File: src/design/hmt_ram.sv
module hmt_ram #(
  parameter int WIDTH = 8,
  parameter int DEPTH = 256
) (
  input  logic                     clk,
  input  logic                     we,
  input  logic [$clog2(DEPTH)-1:0] addr,
  input  logic [WIDTH-1:0]         wdata,
  output logic [WIDTH-1:0]         rdata
);

  logic [WIDTH-1:0] mem_r [DEPTH];
  logic [WIDTH-1:0] rdata_r;

  always_ff @(posedge clk) begin
    if (we) begin
      mem_r[addr] <= wdata;
    end
    rdata_r <= mem_r[addr];
  end

  assign rdata = rdata_r;

endmodule

File: config.mk
export PLATFORM = sky130hd
export DESIGN_NAME = hmt_ram
export DESIGN_NICKNAME = d
export VERILOG_FILES = /design/src/design/hmt_ram.sv
export SDC_FILE = /design/constraint.sdc
export NUM_CORES = 2
export LEC_CHECK = 0
export BUFFER_PORTS_ARGS = -buffer_cell sky130_fd_sc_hd__buf_2
export CAP_MARGIN = 10
export CORE_UTILIZATION = 37
export CTS_CLUSTER_DIAMETER = 40
export DETAILED_ROUTE_END_ITERATION = 8
export SLEW_MARGIN = 10
export SYNTH_ARGS = -nofsm -noshare
export SYNTH_HDL_FRONTEND = slang
export SYNTH_SLANG_ARGS = --single-unit
File: constraint.sdc
create_clock -name clk -period 6.3 [get_ports clk]
set_input_delay 1.26 -clock clk [delete_from_list [all_inputs] [get_ports clk]]
set_output_delay 1.26 -clock clk [all_outputs]
set_load 0.005 [all_outputs]
# Yosys cells after proc, flatten, opt, wreduce, memory -nomap -nowiden
# Memories as Yosys holds them, arrays and structs flattened. A register that Yosys moved wholly into a read port is not among the register bits.
# Cells that the tools add are included.
totals:
  latch_bits: 0
  memories: 1
  register_bits: 0
  ram_bits: 2048
  romBits: 0
  input_bits: 18
op_classes:
  addsub: 0
  shift: 0
  n_div: 0
  n_bitwise: 0
  muxes: 2
  mul: 0
  order_cmp: 0
  n_reduce_logical: 0
  eq_ne: 0
memory_table:
  columns: ["name", "depth", "word_bits", "read_ports", "rd_ports_with_merged_regs", "wr", "line", "text"]
  rows:
  - ["mem_r", 256, 8, 1, 1, 1, "12", "logic [WIDTH-1:0] mem_r [DEPTH];"]
op_table:
  columns: ["op", "count"]
  rows:
  - ["two-way mux 1 bit", 2]

# Logic depth before layout (Yosys ltp)
depth:
  word_depth: 2
  mapped_depth: 10
  ltp_nobuf: 5

# Least setup slack after synthesis
# No wires, ideal clock.
synth_path:
  path_kind: "input port to flip-flop"
  from: "input addr[1]"
  to: "memory mem_r[111][0] (enable)"
  path_slack_ps: 2821
  setup_time_ps: 370
  arrival_time_ps: 3109
  path_stages: 9
  required_time_ps: 5930
  cell_sequence: "buf_2 > clkbuf_1 > clkbuf_1 > nand2_1 > buf_2 > nor2_1 > nand2_1 > clkbuf_1 > nor2_1"
synth_rtl:
  columns: ["element", "line", "text"]
  rows:
  - ["from (decl)", "7", "input logic [$clog2(DEPTH)-1:0] addr,"]
  - ["to (decl)", "12", null]
# No word-level cell before the write port.

==> results.toml <==
[yosys]
synth-xor-area-share = 0
synthCells = 3547
synth_cell_type_count = 22
synth_top_family_by_area = "multiplexers"
yosys.area.top_type = "edfxtp_1"
synth.area.top_cells = "edfxtp_1 (78%), mux4_2 (15%), a22oi_1 (2.4%), nor2_1 (1.1%), a21oi_1 (0.82%)"
avgSynthCellArea_um2 = 22.1
syn_nets = 3565
ys_ff_latch = 2056
synth-simple-area-share = 0.0173
ys_warn_count = 0
synth_ff_type = "edfxtp_1"
synth_fa_ha_area_frac = 0
synth-edff-count = 2048
yosysSeqAreaShare = 0.786
synth_compound_area_frac = 0.0362
async_flop_share = 0
synth.top_cell.area_share = 0.783
syn_area_mm2 = 0.0785
synth.most_common_cell = "edfxtp_1"
synthTopCellsByCount = "edfxtp_1 (2048), mux4_2 (512), a22oi_1 (256)"
muxShareOfSynthArea = 0.147

[route]
wire_per_inst_um = 28.2
firstDrtPassIters = 5
finalWirelength_um = 190000
vias_per_cell = 5.56
vias = 37300
ant_nets = 0
drt_iter0_drc = 3606
drc = 0

[power]
leakage_nw = 27.3
p_comb_frac = 0.041
clockPowerShare = 0.456
p_sw_frac = 0.223
power.total_mw = 30.0
powerDensity_mw_per_mm2 = 332
p_sw_mw = 6.69
pwr-share-seq = 0.503
p_int_mw = 23.3
vdd_drop_max_mv = 0.289

[clocking]
clock_latency_ps = 900
cts_sinks = 2056
cts_tree = "done"
cts_buffer_depth = 3
postCtsSetupBuffers = 0
numCtsBuffers = 233
cts_max_level = 4
postCtsHoldBufs = 0
cts_root_buf = "clkbuf_16"
post_cts_resized = 0
cts.clk_slew.worst_paths_ps = 60

[setup_path]
path_buf_inv = 3
startpoint_type = "primary input"
cp_data_arrival_time_ps = 4970
cpMostUsedCell = "buf_4"
worstSetupEndpointType = "flop"
cpPeakStageDelay_ps = 990
slowest_stage = "o41ai_1"
rrSetupSlack_ps = 3520
crit_required_ps = 6990
worstPathMaxFanout = 51
cp_cell_sequence = "buf_8 > buf_4 > mux4_2 > a22oi_1 > a21oi_1 > o41ai_1 > buf_4 > nand4_1"
crit_family = "buffers and inverters"
crit_type = "in -> reg"

[layout]
finalInstanceArea_mm2 = 0.0904
multi_input_area_mm2 = 0.0158
fin_util = 0.430
fillers = 17900
num_antenna_cells = 0
ff_latch_area_mm2 = 0.0617
areaGrowthSynthToFinish_pct = 15.1
nNetsFinal = 3719
layout-drive-gt1-share = 0.273

[grt]
first_global_vias = 38300
grt_use_total = 0.176
overflow = 0
grt_start_max_net_pins = 205
grt_first_pass_wirelength_um = 275000
antenna_found_initial = 5

[sta]
post-route-min-period_ps = 4290
relSlewSlack = 0.138
fmax_mhz = 233
fin_ws_ps = 2010
finalSetupViolCount = 0
slew_violations = 0
worst_pin_slew_ps = 1290
finalCritPeriodShare = 0.681
finalHoldViolCount = 0
rsz0062_at_grt = "false"
tns_ps = 0
skew_ps = 48.2

[status]
status = "finished clean"

[placement]
hpwl_um = 112000
dpl-instance-area_mm2 = 0.0824
gp_congestion = 0.814
dp_slack_ps = 1050
port_buffers = 25

[die]
fp.dieArea_mm2 = 0.214
die_w_um = 463
ios = 26
coreArea_mm2 = 0.210
num_rows = 168
start_util = 0.373
die_h_um = 463

[hold_path]
min_path_type = "in -> reg"

[job]
drv_cap = 0
[metrics by stage]
stage          hold WS [ps]  cells
2_1_floorplan           819   3547
3_3_place_gp            964   6270
3_5_place_dp            962   6271
4_1_cts                 767   6712
5_1_grt                 794   6712
6_report                820   6712
[path summary, 6_finish.rpt]
check                 from       endpoint  depth (start not counted)
max                addr[0]       rdata[5]                          8
min               wdata[4]  mem_r[162][4]                          1
max reg2reg  mem_r[191][5]       rdata[5]                          6
min reg2reg   mem_r[98][5]       rdata[5]                          5
[cell usage in the layout, fill, tap and decap left out, types with 2 or more instances in the layout]
cell type | Yosys | routed
clkinvlp_4 | 0 | 30
clkinv_8 | 0 | 4
and2_1 | 3 | 2
nor3_1 | 30 | 26
clkinv_16 | 0 | 13
a21oi_1 | 128 | 128
bufinv_16 | 0 | 20
o41ai_2 | 0 | 4
inv_6 | 0 | 28
buf_12 | 0 | 16
nor3_2 | 0 | 4
nor2_1 | 232 | 231
nand2b_1 | 6 | 5
nor2b_1 | 7 | 4
clkbuf_16 | 0 | 234
clkinv_2 | 0 | 30
clkinv_4 | 0 | 17
nand4_1 | 8 | 8
buf_4 | 16 | 110
clkinv_1 | 0 | 23
or2_2 | 2 | 2
nand2_1 | 28 | 28
inv_8 | 0 | 8
edfxtp_1 | 2048 | 2048
o41ai_1 | 32 | 28
nand3_1 | 13 | 12
nor2b_4 | 0 | 2
mux4_2 | 512 | 512
a22oi_1 | 256 | 256
dfxtp_1 | 8 | 8
buf_8 | 0 | 10
clkbuf_1 | 145 | 32
buf_2 | 36 | 15
[logic make-up after synthesis]
family	count (synthesis)
buf+inv	233
mux	512
simple gates	330
compound gates	416
flops	2056
[flip-flops by register name, indices dropped and copies added (netlist names)]
signal and cells:
mem_r 2048, rdata 8
[power groups by stage]
stage | registers, mW | clock network (mW) | logic [mW]
after CTS | 15.1 | 13.9 | 1.25
final | 15.1 | 13.7 | 1.24
after floorplan | 15.4 | 0 | 0.670
after global placement | 15.4 | 0 | 1.24
after detailed placement | 15.4 | 0 | 1.25
after global routing | 15.1 | 14.4 | 1.31
[cell type report]
cell class / instances / share of cell area
clock buffer: 267 / 0.0663
tap: 2805 / 0.0388
multi-input combinational: 1258 / 0.175
inverter: 1 / 0.0000415
sequential: 2056 / 0.682
timing repair buffer: 151 / 0.0152
clock inverter: 174 / 0.0224
[worst reg2reg max path: stages, from the launching register on]
cell	delay (ps)
edfxtp_1	370
mux4_2	470
a22oi_1	280
a21oi_1	160
o41ai_1	990
buf_4	260
nand4_1	80
[layer usage]
metal  global-route usage  routed length [um]  share of wire
met3               0.0320               13900          0.073
met2                0.283               92100           0.49
met4               0.0592                5660          0.030
met5                    0                  54        0.00028
met1                0.242               77800           0.41
No activity file was read; power rests on OpenSTA's default activity.
