### config.mk
export PLATFORM = sky130hd
export DESIGN_NAME = hmt_norm
export DESIGN_NICKNAME = d
export VERILOG_FILES = /design/src/design/hmt_pkg.sv /design/src/design/hmt_norm.sv
export SDC_FILE = /design/constraint.sdc
export NUM_CORES = 2
export LEC_CHECK = 0
export BUFFER_PORTS_ARGS = -buffer_cell sky130_fd_sc_hd__buf_2
export CORE_MARGIN = 4
export CORE_UTILIZATION = 45
export DETAILED_ROUTE_END_ITERATION = 6
export PLACE_DENSITY = 0.71
export SLEW_MARGIN = 30
export SYNTH_ARGS = -nofsm -noshare
export SYNTH_HDL_FRONTEND = slang
export SYNTH_SLANG_ARGS = --single-unit
### constraint.sdc
create_clock -name clk -period 19.28 [get_ports clk]
set_clock_uncertainty 0.15 [all_clocks]
set_input_delay 4.82 -clock clk [delete_from_list [all_inputs] [get_ports clk]]
set_output_delay 4.82 -clock clk [all_outputs]
set_load 0.02 [all_outputs]
### src/design/hmt_pkg.sv
package hmt_pkg;

  typedef enum logic [3:0] {
    S_IDLE,
    S_RD_A,
    S_RD_B,
    S_RD_C,
    S_RD_D,
    S_NORM_GO,
    S_NORM_WAIT,
    S_WR0,
    S_WR1,
    S_WR2,
    S_WR3,
    S_EM_SEL,
    S_DIV_U,
    S_DIV_V,
    S_EM_OUT
  } seq_state_t;

  typedef enum logic [1:0] {
    N_IDLE,
    N_SQ,
    N_BIT
  } norm_state_t;

  // normaliser jobs for one quad, in issue order
  typedef enum logic [2:0] {
    OP_TRI_A,
    OP_ACC_A0,
    OP_ACC_A1,
    OP_ACC_A2,
    OP_TRI_B,
    OP_ACC_B0,
    OP_ACC_B2,
    OP_ACC_B3
  } norm_op_t;

  localparam logic [0:0] REG_GRID_WIDTH = 1'b0;
  localparam logic [0:0] REG_GRID_DEPTH = 1'b1;

  localparam int HEIGHT_SCALE = 10;
  localparam int TEX_SHIFT    = 17;
  localparam int TEX_W        = 17;
  localparam int CFG_W        = 9;
  localparam int PIXEL_W      = 32;
  localparam int BYTE_W       = 8;
  localparam int INDEX_W      = 16;
  localparam int NORMAL_OUT_W = 16;

  localparam logic [TEX_W-1:0] TEX_ONE = 17'h10000;

endpackage

### src/design/hmt_norm.sv
module hmt_norm #(
  parameter int FRAC = 14
) (
  input  logic                   clk,
  input  logic                   rst_n,
  input  logic                   start_i,
  input  logic signed [FRAC+2:0] vec_i [3],
  output logic                   done_o,
  output logic signed [FRAC+1:0] res_o [3]
);
  import hmt_pkg::*;

  localparam int VW  = FRAC + 3;
  localparam int RW  = FRAC + 2;
  localparam int SQW = 2 * VW;
  localparam int QW  = SQW + 2;
  localparam int XW  = 4 * FRAC + 10;
  localparam int BW  = $clog2(FRAC + 1);

  norm_state_t state_r, state_nxt;

  logic signed [VW-1:0] v_r [3];
  logic [SQW-1:0]       sq_r [3];
  logic [QW-1:0]        q_r;
  logic [1:0]           k_r;
  logic [BW-1:0]        b_r;
  logic [FRAC:0]        r_r;
  logic signed [XW-1:0] e_r;
  logic signed [XW-1:0] p_r;
  logic signed [RW-1:0] res_r [3];
  logic                 done_r;

  logic signed [VW-1:0] v_sel;
  logic [VW-1:0]        a_sel;
  logic [SQW-1:0]       prod;
  logic [QW-1:0]        q_sum;
  logic signed [XW-1:0] q_x;
  logic signed [XW-1:0] q_sum_x;
  logic signed [XW-1:0] cand;
  logic signed [XW-1:0] rhs;
  logic [FRAC:0]        bit_oh;
  logic [FRAC:0]        r_try;
  logic [FRAC:0]        r_fin;
  logic signed [RW-1:0] r_s;
  logic                 accept;
  logic                 last_bit;
  logic                 last_comp;

  // shared datapath: one squarer, one wide add/compare per cycle
  always_comb begin
    v_sel     = v_r[k_r];
    a_sel     = v_sel[VW-1] ? VW'(-v_sel) : VW'(v_sel);
    prod      = a_sel * a_sel;
    q_sum     = q_r + QW'(prod);
    q_x       = XW'($signed({1'b0, q_r}));
    q_sum_x   = XW'($signed({1'b0, q_sum}));
    bit_oh    = (FRAC + 1)'(1) << b_r;
    r_try     = r_r | bit_oh;
    cand      = e_r + (p_r <<< (b_r + 2)) + (q_x <<< (2 * b_r + 2));
    rhs       = XW'($signed({1'b0, sq_r[k_r]})) <<< (2 * FRAC + 2);
    accept    = (q_r != '0) && !r_r[FRAC] && (cand <= rhs);
    r_fin     = accept ? r_try : r_r;
    r_s       = $signed(RW'(r_fin));
    last_bit  = (b_r == '0);
    last_comp = (k_r == 2'd2);
  end

  always_comb begin
    state_nxt = state_r;
    unique case (state_r)
      N_IDLE: begin
        if (start_i) state_nxt = N_SQ;
      end
      N_SQ: begin
        if (last_comp) state_nxt = N_BIT;
      end
      N_BIT: begin
        if (last_bit && last_comp) state_nxt = N_IDLE;
      end
      default: state_nxt = N_IDLE;
    endcase
  end

  always_comb begin
    done_o = done_r;
    res_o  = res_r;
  end

  always_ff @(posedge clk) begin
    if (!rst_n) begin
      state_r <= N_IDLE;
      done_r  <= 1'b0;
    end else begin
      state_r <= state_nxt;
      done_r  <= (state_r == N_BIT) && last_bit && last_comp;
    end
  end

  always_ff @(posedge clk) begin
    case (state_r)
      N_IDLE: begin
        if (start_i) begin
          v_r <= vec_i;
          k_r <= 2'd0;
          q_r <= '0;
        end
      end
      N_SQ: begin
        sq_r[k_r] <= prod;
        q_r       <= q_sum;
        if (last_comp) begin
          k_r <= 2'd0;
          b_r <= BW'(FRAC);
          r_r <= '0;
          e_r <= q_sum_x;
          p_r <= -q_sum_x;
        end else begin
          k_r <= k_r + 2'd1;
        end
      end
      N_BIT: begin
        if (!last_bit) begin
          b_r <= b_r - 1'b1;
          r_r <= r_fin;
          if (accept) begin
            e_r <= cand;
            p_r <= p_r + (q_x <<< (b_r + 1));
          end
        end else begin
          res_r[k_r] <= v_r[k_r][VW-1] ? -r_s : r_s;
          k_r        <= k_r + 2'd1;
          b_r        <= BW'(FRAC);
          r_r        <= '0;
          e_r        <= q_x;
          p_r        <= -q_x;
        end
      end
      default: ;
    endcase
  end

endmodule

# After elaboration in Yosys (flattened, before gate mapping)
# Memory sizes are Yosys's and may differ from the RTL's. A register that Yosys moved wholly into a read port is not among the register bits.
# Index checks and enable logic that the tools add are counted.
# word_totals
out_inout_bits	49
reg_bits	291
inputBits	54
ramBits	102
word_cells	102
mem_count	1
# op_classes
n_lt_le_gt_ge	3
shifts	4
n_mul	1
eq_ne	8
muxes	36
addsub	13
bitwise	2
reduce_logical	20
# memory_table
memory	depth	word_bits	rd	rd_clocked_by_memory_dff	wr	line_no	rtl
sq_r	3	34	1	1	1	hmt_norm.sv:23	logic [SQW-1:0] sq_r [3];
# op_table
cell	n
66-bit two-way mux	6
66-bit case mux with 2 select lines	2
66-bit adder	3
36-bit negation with 66-bit output	2
36-bit case mux with 2 select lines	1
66-bit by 65-bit <= comparator with 1-bit output	1
37-bit by 5-bit <<< shifter with 66-bit output	1
37-bit by 6-bit <<< shifter with 66-bit output	1
66-bit by 5-bit <<< shifter with 66-bit output	1
17-bit two-way mux	3
48-bit bitwise mux	1
15-bit two-way mux	3
36-bit by 34-bit adder with 36-bit output	1
36-bit two-way mux	1
36-bit nonzero test	1
17-bit binary-select mux with 2-bit select	1
17-bit by 17-bit multiplier with 34-bit output	1
16-bit demux with 2-bit select	1
16-bit two-way mux	2
15-bit case mux with 2 select lines	1
17-bit negation	1
15-bit negation with 16-bit output	1
15-bit OR	1
1-bit by 4-bit left shift with 15-bit output, first input constant	1
25 further kinds	49

# Longest topological paths before layout
# depth
ltp_word	11
ltp_mapped	56
ltp_nobuf	50

# Worst setup path before layout
# Ideal clock, no wire load.
# synth_timing
path_type	register to register
from	register b_r[1]
to	register e_r[0], enable pin
path_stages_with_launch	46
required_time_ns	18.305
arrival_time_ns	20.393
setup_slack_ns	-2.087
n_path_buf	8
synth_period_minus_slack_ns	21.367
setup_time_ns	0.825
path_cell_list	edfxtp_1 > clkbuf_1 > clkbuf_1 > buf_1 > clkbuf_1 > inv_1 > ha_1 > clkbuf_1 > buf_1 > clkbuf_1 > clkbuf_1 > o21ai_0 > mux2i_1 > mux2_2 > a21oi_1 > nor2_1 > fa_1 > ha_1 > [... 10 more ...] > o21bai_1 > a21o_1 > a31oi_1 > xnor2_1 > ha_1 > nand3_1 > or3_1 > nor3_1 > nand2_1 > or4_1 > or4_1 > nor4_1 > o2111ai_1 > nor4_1 > nand4_1 > a21oi_1 > o21ai_0 > a21boi_0
# synth_via
elab_chain_cells	8
word_cells_on_any_way	11
cone_classes	add/sub: 4; order compare: 1; eq/ne: 1; shift: 2; reduce/logical: 3
# synth_rtl
element	line_no	rtl
start: declaration	hmt_norm.sv:26	logic [BW-1:0] b_r;
start signal: assignment	hmt_norm.sv:113	b_r <= BW'(FRAC);
start signal: assignment	hmt_norm.sv:123	b_r <= b_r - 1'b1;
start signal: assignment	hmt_norm.sv:132	b_r <= BW'(FRAC);
4-bit by 2-bit adder with 5-bit output	hmt_norm.sv:59	cand = e_r + (p_r <<< (b_r + 2)) + (q_x <<< (2 * b_r + 2));
66-bit by 5-bit <<< shifter with 66-bit output	hmt_norm.sv:59	
66-bit adder	hmt_norm.sv:59	
66-bit adder (*)	hmt_norm.sv:59	
via cand[47]	hmt_norm.sv:39	logic signed [XW-1:0] cand;
66-bit by 65-bit <= comparator with 1-bit output (*)	hmt_norm.sv:61	accept = (q_r != '0) && !r_r[FRAC] && (cand <= rhs);
1-bit logical AND (*)	hmt_norm.sv:61	
3-bit inequality test (no source line) (*)	--	
3-bit AND reduction (no source line) (*)	--	
end signal: assignment	hmt_norm.sv:115	e_r <= q_sum_x;
end signal: assignment	hmt_norm.sv:126	e_r <= cand;
end signal: assignment	hmt_norm.sv:134	e_r <= q_x;
end: declaration	hmt_norm.sv:28	logic signed [XW-1:0] e_r;
# The timed path passes the listed nets; every way through them passes the cells marked *.
# A chain may end at the register's enable or synchronous reset.

# Final worst setup path
# layout_timing
from	register k_r[0]
to	register p_r[60] (data pin)
# layout_via
elab_chain_cells	11
# layout_rtl
element	line_no	rtl
start: declaration	hmt_norm.sv:25	logic [1:0] k_r;
start signal: assignment	hmt_norm.sv:118	k_r <= k_r + 2'd1;
start signal: assignment	hmt_norm.sv:131	k_r <= k_r + 2'd1;
2-bit inverter with 3-bit output (not written as such) (*)	hmt_norm.sv:51	v_sel = v_r[k_r];
17-bit binary-select mux with 2-bit select (*)	hmt_norm.sv:51	
17-bit two-way mux (not written as such) (*) (2 in a row)	hmt_norm.sv:51	
17-bit negation	hmt_norm.sv:52	a_sel = v_sel[VW-1] ? VW'(-v_sel) : VW'(v_sel);
17-bit two-way mux (*)	hmt_norm.sv:52	
17-bit by 17-bit multiplier with 34-bit output (*)	hmt_norm.sv:53	prod = a_sel * a_sel;
via prod[14]	hmt_norm.sv:35	logic [SQW-1:0] prod;
36-bit by 34-bit adder with 36-bit output (*)	hmt_norm.sv:54	q_sum = q_r + QW'(prod);
36-bit negation with 66-bit output (*)	hmt_norm.sv:116	p_r <= -q_sum_x;
66-bit two-way mux (*)	hmt_norm.sv:111	if (last_comp) begin
66-bit case mux with 2 select lines (*)	hmt_norm.sv:100	case (state_r)
end signal: assignment	hmt_norm.sv:116	
end signal: assignment	hmt_norm.sv:127	p_r <= p_r + (q_x <<< (b_r + 1));
end signal: assignment	hmt_norm.sv:135	p_r <= -q_x;
end: declaration	hmt_norm.sv:29	logic signed [XW-1:0] p_r;
# The timed path passes the listed nets; every way through them passes the cells marked *. The select of a mux whose other input is x is not followed.

==> results by group <==
Floorplan
  – Die area: approximately 100000 um^2
  – Rows: ~110
  – Die Width: 317.3 um
  – Die height: 317.3 um
  – Starting Density: between 40% and 50%
  – Num ports: 103
  – Core Area: 95010 um^2

Layout
  – Storage element area: around 12000 um^2
  – Layout area overhead: 8.241%
  – Nets: 5406
  – Fillers: 8976
  – Share of cells above drive strength 1: 8.403%
  – Multi-input gate area: 29230 um^2

Clocking
  – CTS Buf Count: 46
  – Clock Latency Late Sink: 640 ps
  – CTS tree: done
  – Cts hold-fix bufs: 0
  – Clk sinks: 392
  – CTS clock-pin slew for the worst setup and hold paths: 60 ps
  – Root Buffer: clkbuf_16
  – Clock Path Buffers: 3
  – CTS resizes: 0
  – Post-CTS setup buffer count: 0
  – CTS HTree Levels: 2

Route
  – Drt wl/cell: 24.48 um
  – Final WL: 148.8 mm
  – Via/cell ratio: 6.121
  – Drt first-iter violations: 4658
  – Post-route DRC violation count: 0
  – Detail Route Antenna Nets: 0
  – Via count: 37200
  – First drt pass iteration count: 6

Synthesis
  – Register area share after synthesis: a little over a quarter
  – Most frequent cell after synthesis: nand2_1
  – Post-synth top area share: between 20% and 30%
  – Synth cell count leaders: 509 x nand2_1, 489 x nor2_1, 387 x edfxtp_1
  – Async SR Flop Fraction: 0%
  – Avg Cell Area, Syn: around 9 um^2
  – Area of the mapped netlist: 43040 um^2
  – EDFF count, synth: 387
  – Ys Warns: 0
  – Syn Inst Count: approximately 4800
  – Top cells by area, synth: edfxtp_1 27%, fa_1 12%, ha_1 9.4%
  – Flops & latches, synth: 392
  – Largest area contributor in the synthesized netlist: edfxtp_1
  – Post-synth top flop: edfxtp_1
  – Synth cell types: 80

Worst setup path
  – Crit path kind: reg2reg
  – CP max stage delay: about 690 ps
  – Worst Setup SP: k_r[0]
  – Worst R2R Path Depth: 40
  – Most used cell along the critical path: inv_1
  – Slowest CP cell: o41ai_1
  – Nature of the critical path endpoint: flip-flop
  – Worst EP arrival: 14900 ps
  – Crit path max fanout: 20
  – Setup crit start kind: flip-flop
  – Reg2reg setup slack: 4570 ps
  – Worst Path Required: 19470 ps
  – R2r endpoint: p_r[60]
  – Critical R2R Launch: k_r[0]

Timing
  – Fmax: 67.98 MHz
  – RSZ-0062 raised after global routing: no
  – Final period utilization: 76.30%
  – Worst-margin pin slew: 1011 ps
  – Final setup fails: 0
  – Final Critical Period: ~15000 ps
  – Relative slew margins: 31.88%
  – Final hold viol count: 0
  – Slew Limit Fails: 0
  – TNS Setup: 0 ps

Min path
  – Hold Path Sink: state_r[0]
  – Worst Hold Launch: state_r[0]
  – Min-Delay Path Depth: 2
  – Hold Path Class: reg2reg

Placement
  – RePlAce Congestion: ~1.1
  – IO Port Bufs: between 100 and 150
  – HPWL Detailed: between 100 and 150 mm

Status
  – Outcome: finished, final reports clean

Global route
  – Initial antenna violation count: 5
  – Largest net degree at the start of global routing: 136
  – Number of global-route vias before repair: 35220
  – GR Util All Layers: 29.08%
  – Grt total ovfl: 0
  – First-pass GRT wire length: 221.9 mm

Flow run
  – Max_cap viols: 0
## sequential cells by signal (all words and copies together), names as in the netlist, 2 cells and up, named ones only
signal   cells
e_r         66
q_r         36
b_r          4
state_r      2
v_r         51
sq_r        99
k_r          2
res_o       48
p_r         66
r_r         15
## critical path: cells and delay by family, from the launching register on
family                     cells  cell delay (ps)
AOI/OAI and AO/OA              9             3320
buffers and inverters          8             1250
DFF                            1              650
xor gates and xnor gates       2             1310
and+or+nand+nor               12             3610
adders and majority gates      9             4170
## worst max path at each step
stage / to / slack, ps / cells after the start
6_report: p_r[60] / 4570 / 40
5_1_grt: p_r[61] / 3430 / 40
4_1_cts: p_r[60] / 4610 / 40
3_5_place_dp: p_r[46] / 4660 / 40
3_3_place_gp: p_r[58] / 3920 / 37
2_1_floorplan: e_r[0] / 1500 / 45
## metal layers
| layer | track usage (%) | share of wire (%) |
|---|---|---|
| met1 | 39.15 | 41 |
| met3 | 5.285 | 9.3 |
| met5 | 0 | 0.023 |
| met4 | 18.24 | 7.9 |
| met2 | 43.39 | 42 |
## layout make-up
cell class | instances | share of cell area, %
repair buffers | 168 | 2.229
inverters | 375 | 3.021
diodes | 4 | 0.02148
multi-input cells | 3787 | 62.73
well taps | 1265 | 3.397
clock buffers | 48 | 2.532
flip-flops and latches | 392 | 25.16
clock inverters | 38 | 0.9024
## stage by stage
step,cells,area [um^2],setup slack (ps),utilization [%],hold WS (ps)
after floorplan,4790,43080,1504,-,345.2
after global placement,5986,44920,3919,47.27,421.1
after detailed placement,5987,44970,4660,47.33,431.3
after CTS,6073,46570,4611,49.01,440.8
after global routing,6073,46580,3431,49.03,471.5
final,6077,46590,4569,49.04,439.0
## layout by cell type, fill, tap and decap left out, drive strengths merged, types with 62 or more instances in the layout
cell    instances
a21oi         323
mux2i         192
ha            323
inv           379
nor2          489
edfxtp        387
nand2         509
xnor2         160
xor2          109
fa            259
a21o          116
buf           168
nand3          67
nand2b         62
and2           86
o21ai         330
## cells by family after synthesis
group                    synth area share, %
AO/OA/AOI/OAI                          16.70
flip-flops                             27.23
XOR/XNOR                               5.474
multiplexers                           8.311
adder cells (fa/ha/maj)                21.44
AND/OR/NAND/NOR                        15.45
other                                0.01745
buffers and inverters                  5.384
Power is not shown: default switching activity piles up to over one toggle a cycle in this logic, so the estimate is an artifact.
